<file path="src/design/assert_macros.svh">
// Assertion macros used by the top level of the radix tree node splitter RTL.
`ifndef ASSERT_MACROS_SVH
`define ASSERT_MACROS_SVH

// Same-cycle implication, checked outside reset.
`define RTNS_ASSERT_NOW(label, clk, rst_n, ante, cons, msg) \
  label: assert property (@(posedge clk) disable iff (!rst_n) (ante) |-> (cons)) \
    else $error(msg);

// Next-cycle implication, checked outside reset.
`define RTNS_ASSERT_NEXT(label, clk, rst_n, ante, cons, msg) \
  label: assert property (@(posedge clk) disable iff (!rst_n) (ante) |=> (cons)) \
    else $error(msg);

`endif

</file>
<file path="src/design/rtns_pkg.sv">
// Package with constants, types and helper functions of the radix tree node splitter.
`default_nettype none

package rtns_pkg;

  // Store geometry and derived widths.
  localparam int MAX_LEAVES = 1024;
  localparam int CODE_BITS  = 30;
  localparam int IDX_W      = $clog2(MAX_LEAVES);
  localparam int CNT_W      = $clog2(MAX_LEAVES + 1);
  localparam int OFF_W      = IDX_W + 1;
  localparam int K_W        = IDX_W + 3;
  localparam int PL_W       = $clog2(CODE_BITS + 32 + 1) + 1;
  // Prefix length of two equal codes before the index tie-break term.
  localparam int TIE_BASE   = CODE_BITS + 32 - IDX_W;

  // Opcodes of an input word.
  localparam logic OP_LOAD = 1'b0;
  localparam logic OP_NODE = 1'b1;

  // Sequencer states: each probe is a read state followed by an evaluate state.
  typedef enum logic [3:0] {
    ST_IDLE,
    ST_NODE_RD,
    ST_NODE_CAP,
    ST_UP_RD,
    ST_UP_EV,
    ST_DN_RD,
    ST_DN_EV,
    ST_GROW_RD,
    ST_GROW_EV,
    ST_BIN1_RD,
    ST_BIN1_EV,
    ST_JEND_RD,
    ST_JEND_EV,
    ST_BIN2_RD,
    ST_BIN2_EV,
    ST_DONE
  } rtns_state_e;

  // One input word.
  typedef struct packed {
    logic                 opcode;
    logic [IDX_W-1:0]     index;
    logic [CODE_BITS-1:0] code;
  } rtns_item_t;

  // Access request to the code store.
  typedef struct packed {
    logic                 rd_en;
    logic [IDX_W-1:0]     rd_addr;
    logic                 wr_en;
    logic [IDX_W-1:0]     wr_addr;
    logic [CODE_BITS-1:0] wr_data;
  } rtns_mem_req_t;

  // One result word.
  typedef struct packed {
    logic [IDX_W-1:0] node_number;
    logic [IDX_W-1:0] split_index;
    logic [IDX_W-1:0] range_end;
    logic             goes_up;
    logic             left_leaf;
    logic             right_leaf;
  } rtns_result_t;

  // Leading zeros of a code-wide value.
  function automatic logic [PL_W-1:0] clz_code(input logic [CODE_BITS-1:0] x);
    logic [PL_W-1:0] n;
    n = PL_W'(CODE_BITS);
    for (int b = 0; b < CODE_BITS; b++) begin
      if (x[b]) begin
        n = PL_W'(CODE_BITS - 1 - b);
      end
    end
    return n;
  endfunction

  // Leading zeros of an index-wide value.
  function automatic logic [PL_W-1:0] clz_idx(input logic [IDX_W-1:0] x);
    logic [PL_W-1:0] n;
    n = PL_W'(IDX_W);
    for (int b = 0; b < IDX_W; b++) begin
      if (x[b]) begin
        n = PL_W'(IDX_W - 1 - b);
      end
    end
    return n;
  endfunction

  // Smallest power of two not below l, and one for l of zero.
  function automatic logic [OFF_W-1:0] next_pow2(input logic [IDX_W-1:0] l);
    logic [IDX_W-1:0] m;
    logic [OFF_W-1:0] r;
    m = l - IDX_W'(1);
    r = OFF_W'(1);
    if (l != '0) begin
      for (int b = 0; b < IDX_W; b++) begin
        if (m[b]) begin
          r      = '0;
          r[b+1] = 1'b1;
        end
      end
    end
    return r;
  endfunction

endpackage

`default_nettype wire

</file>
<file path="src/design/rtns_out_reg.sv">
// Output register that holds one result word until the receiver takes it.
`default_nettype none

module rtns_out_reg (
  input  logic                   clk_i,
  input  logic                   rst_ni,
  input  logic                   res_valid_i,
  input  rtns_pkg::rtns_result_t res_i,
  output logic                   res_ready_o,
  output logic                   out_valid_o,
  input  logic                   out_stall_i,
  output rtns_pkg::rtns_result_t out_o
);
  import rtns_pkg::*;

  logic         valid_q, valid_d;
  rtns_result_t data_q;

  // A new word may enter when the register is empty or being drained.
  assign res_ready_o = !valid_q || !out_stall_i;
  assign valid_d     = (res_valid_i && res_ready_o) || (valid_q && out_stall_i);

  always_ff @(posedge clk_i or negedge rst_ni) begin
    if (!rst_ni) begin
      valid_q <= 1'b0;
    end else begin
      valid_q <= valid_d;
    end
  end

  always_ff @(posedge clk_i) begin
    if (res_valid_i && res_ready_o) begin
      data_q <= res_i;
    end
  end

  assign out_valid_o = valid_q;
  assign out_o       = data_q;

endmodule

`default_nettype wire

</file>
<file path="config.mk">
export PLATFORM = sky130hd
export DESIGN_NAME = rtns_out_reg
export DESIGN_NICKNAME = d
export VERILOG_FILES = /design/src/design/assert_macros.svh /design/src/design/rtns_pkg.sv /design/src/design/rtns_out_reg.sv
export SDC_FILE = /design/constraint.sdc
export NUM_CORES = 1
export LEC_CHECK = 0
export BUFFER_PORTS_ARGS = -buffer_cell sky130_fd_sc_hd__buf_2
export CAP_MARGIN = 25
export CORE_MARGIN = 1.5
export CORE_UTILIZATION = 42
export CTS_CLUSTER_DIAMETER = 30
export CTS_CLUSTER_SIZE = 30
export DETAILED_ROUTE_END_ITERATION = 16
export PLACE_DENSITY_LB_ADDON = 0.2
export SLEW_MARGIN = 30
export SYNTH_ARGS = -nofsm -noshare
export SYNTH_HDL_FRONTEND = slang
export SYNTH_SLANG_ARGS = --single-unit
export TNS_END_PERCENT = 5
</file>
<file path="constraint.sdc">
create_clock -name clk_i -period 3.5 [get_ports clk_i]
set_input_delay 0.875 -clock clk_i [delete_from_list [all_inputs] [get_ports clk_i]]
set_output_delay 0.875 -clock clk_i [all_outputs]
set_load 0.02 [all_outputs]
</file>
==> reports/qor.yml <==
crit_path_end_kind: "output port"
critical_path_required_ns: 2.62
cts.sinks: 34
syn_area_um2: 1038
swShare_pct: 23.06
die_height_um: 52.73
ctsHoldBuffers: 0
floorplan.rows: 17
cts_root_buf: "clkbuf_4"
p_sw_w: 0.0001740
initialDrtViolationCount: 2
synth_seq_cells: 34
insertion_delay_ns: 0.31
portBuffers: 71
cts_resized: 0
ir_drop_uv: 379.6
multiInputGateArea_um2: 30.03
wl_mm: 1.647
powerDensity_nw_per_um2: 498.1
grt_pass1_wl_mm: 2.394
intPower_w: 0.0005807
critPathSlowestCell: "buf_2"
yosys_warnings: 0
skew_ns: 0.003855
crit_type: "in -> out"
yosysTopAreaCell: "edfxtp_1"
worst_setup_path_start_kind: "input pin"
gp_congestion: 0.6476
path_max_fanout: 3
area_growth_pct: 45.90
nNetsFinal: 153
post_cts_buffers: 0
path_cells: "buf_2 > nand2_1 > buf_2"
postRouteAntennaNets: 0
grt_pass1_vias: 561
rsz0062_at_grt: "no"
htreeDepth: 2
antenna_cells: 0
power_frac_seq_pct: 63.4
drc: 0
cpMostUsedCell: "buf_2"
yosysSeqAreaShare_pct: 97.83
cts_made_buffers: 5
yosysTopAreaCellShare_pct: 95.42
cp.arrival_ns: 1.21
clock.fmax_ghz: 0.4798
synth.net_count: 74
netlist_instances: 37
drive_above_1_share_pct: 68.38
maxCapViolations: 0
cts_tree: "built"
setup_viol: 0
synth_area_leaders: "edfxtp_1, dfrtp_1, a21boi_2, a21o_1, nand2_1"
fill_cells: 165
core_um2: 2276
cts_buffer_depth: 2
dr_total_vias: 627
relSlewSlack_pct: 75.87
grt_overflow: 0
timing.setup.tns_ns: 0
regArea_um2: 1016
ys_types: 5
ios: 72
p_leak_nw: 0.6603
min_period_ns: 2.084
die_w_um: 52.73
start_util_pct: 45.63
final_cell_mix: "buf_2, edfxtp_1, clkbuf_4"
gr-usage-all-layers_pct: 13.16
clockPowerShare_pct: 25.5
finalHoldViolations: 0
clk_pin_slew_ns: 0.10
grt_max_degree: 34
slew_viol_final: 0
fin_total_pwr_w: 0.0007547
slowest_delay_ns: 0.15
fin_crit_sh_pct: 59.55
worst_pin_slew_ns: 0.3611
final_common_cell: "buf_2"
wl_per_cell_um: 11.36
firstDrtPassIters: 2
outcome: "finished, final reports clean"
dieArea_um2: 2780
syn_avg_cell_area_um2: 28.07
antenna_found_initial: 0
hold_path.class: "in -> async"
pwr-share-comb_pct: 11.1
viasPerCell: 4.324
-- power by group through the flow --
stage,Combinational (W),Sequential (W),Clock [W]
global route,0.0000904,0.000481,0.000218
floorplan,0.00000959,0.000518,0
global placement,0.0000797,0.000488,0
detailed placement,0.0000813,0.000489,0
CTS,0.0000813,0.000479,0.000200
finish,0.0000838,0.000478,0.000193
-- final timing paths --
| kind | end | from | cells past startpoint | slack, ns |
|---|---|---|---|---|
| min in group clk_i | out_valid_o | out_valid_o | 1 | 0.63 |
| min reg2reg | out_valid_o | out_valid_o | 1 | 0.63 |
| max in group asynchronous | out_valid_o | rst_ni | 1 | 3.11 |
| max | res_ready_o | out_stall_i | 3 | 1.42 |
| max reg2reg | out_o[5] | out_valid_o | 2 | 2.11 |
| min | out_valid_o | rst_ni | 1 | 0.31 |
-- synthesized netlist by cell type --
library cell,instances
edfxtp_1,33
a21o_1,1
a21boi_2,1
dfrtp_1,1
nand2_1,1
-- metrics by stage --
stage                     setup WS, ns  hold slack [ns]  util [%]  instance area (µm²)  cells
final                            1.416           0.3116     66.57                 1515    145
after global routing             1.396           0.2946     66.57                 1515    145
after CTS                        1.415           0.3014     65.48                 1490    144
after detailed placement         1.290           0.6109     63.11                 1436    136
after global placement           1.332           0.5633     63.11                 1436    136
after floorplan                  1.240           0.5794         -                 1039     37
-- cell type report --
class / instances / area share, %
Clock inverter: 3 / 1.073
Multi-Input combinational cell: 3 / 1.982
Sequential cell: 34 / 67.05
Clock buffer: 5 / 2.477
Tap cell: 28 / 2.312
Timing Repair Buffer: 72 / 25.10
-- critical path, delay by kind of cell --
kind                   cells  cell delay [ns]
and+or+nand+nor            1             0.05
buffers and inverters      2             0.28
-- logic make-up after synthesis --
| group | Yosys count | synth area share [%] |
|---|---|---|
| compound gates | 2 | 1.807 |
| flops | 34 | 97.83 |
| simple gates | 1 | 0.3611 |
-- per-layer routing --
layer / vias up / global-route usage (%) / wire length [µm]
li1: 310 / - / -
met1: 267 / 13.47 / 609
met2: 46 / 22.08 / 819
met3: 4 / 5.714 / 193
met4: 0 / 7.692 / 25
met5: - / 0 / 0
-- sequential cells by signal (all words and copies together), names as in the netlist --
name and flops:
out_o 33, out_valid_o 1
(Power assumes the default switching activity.)
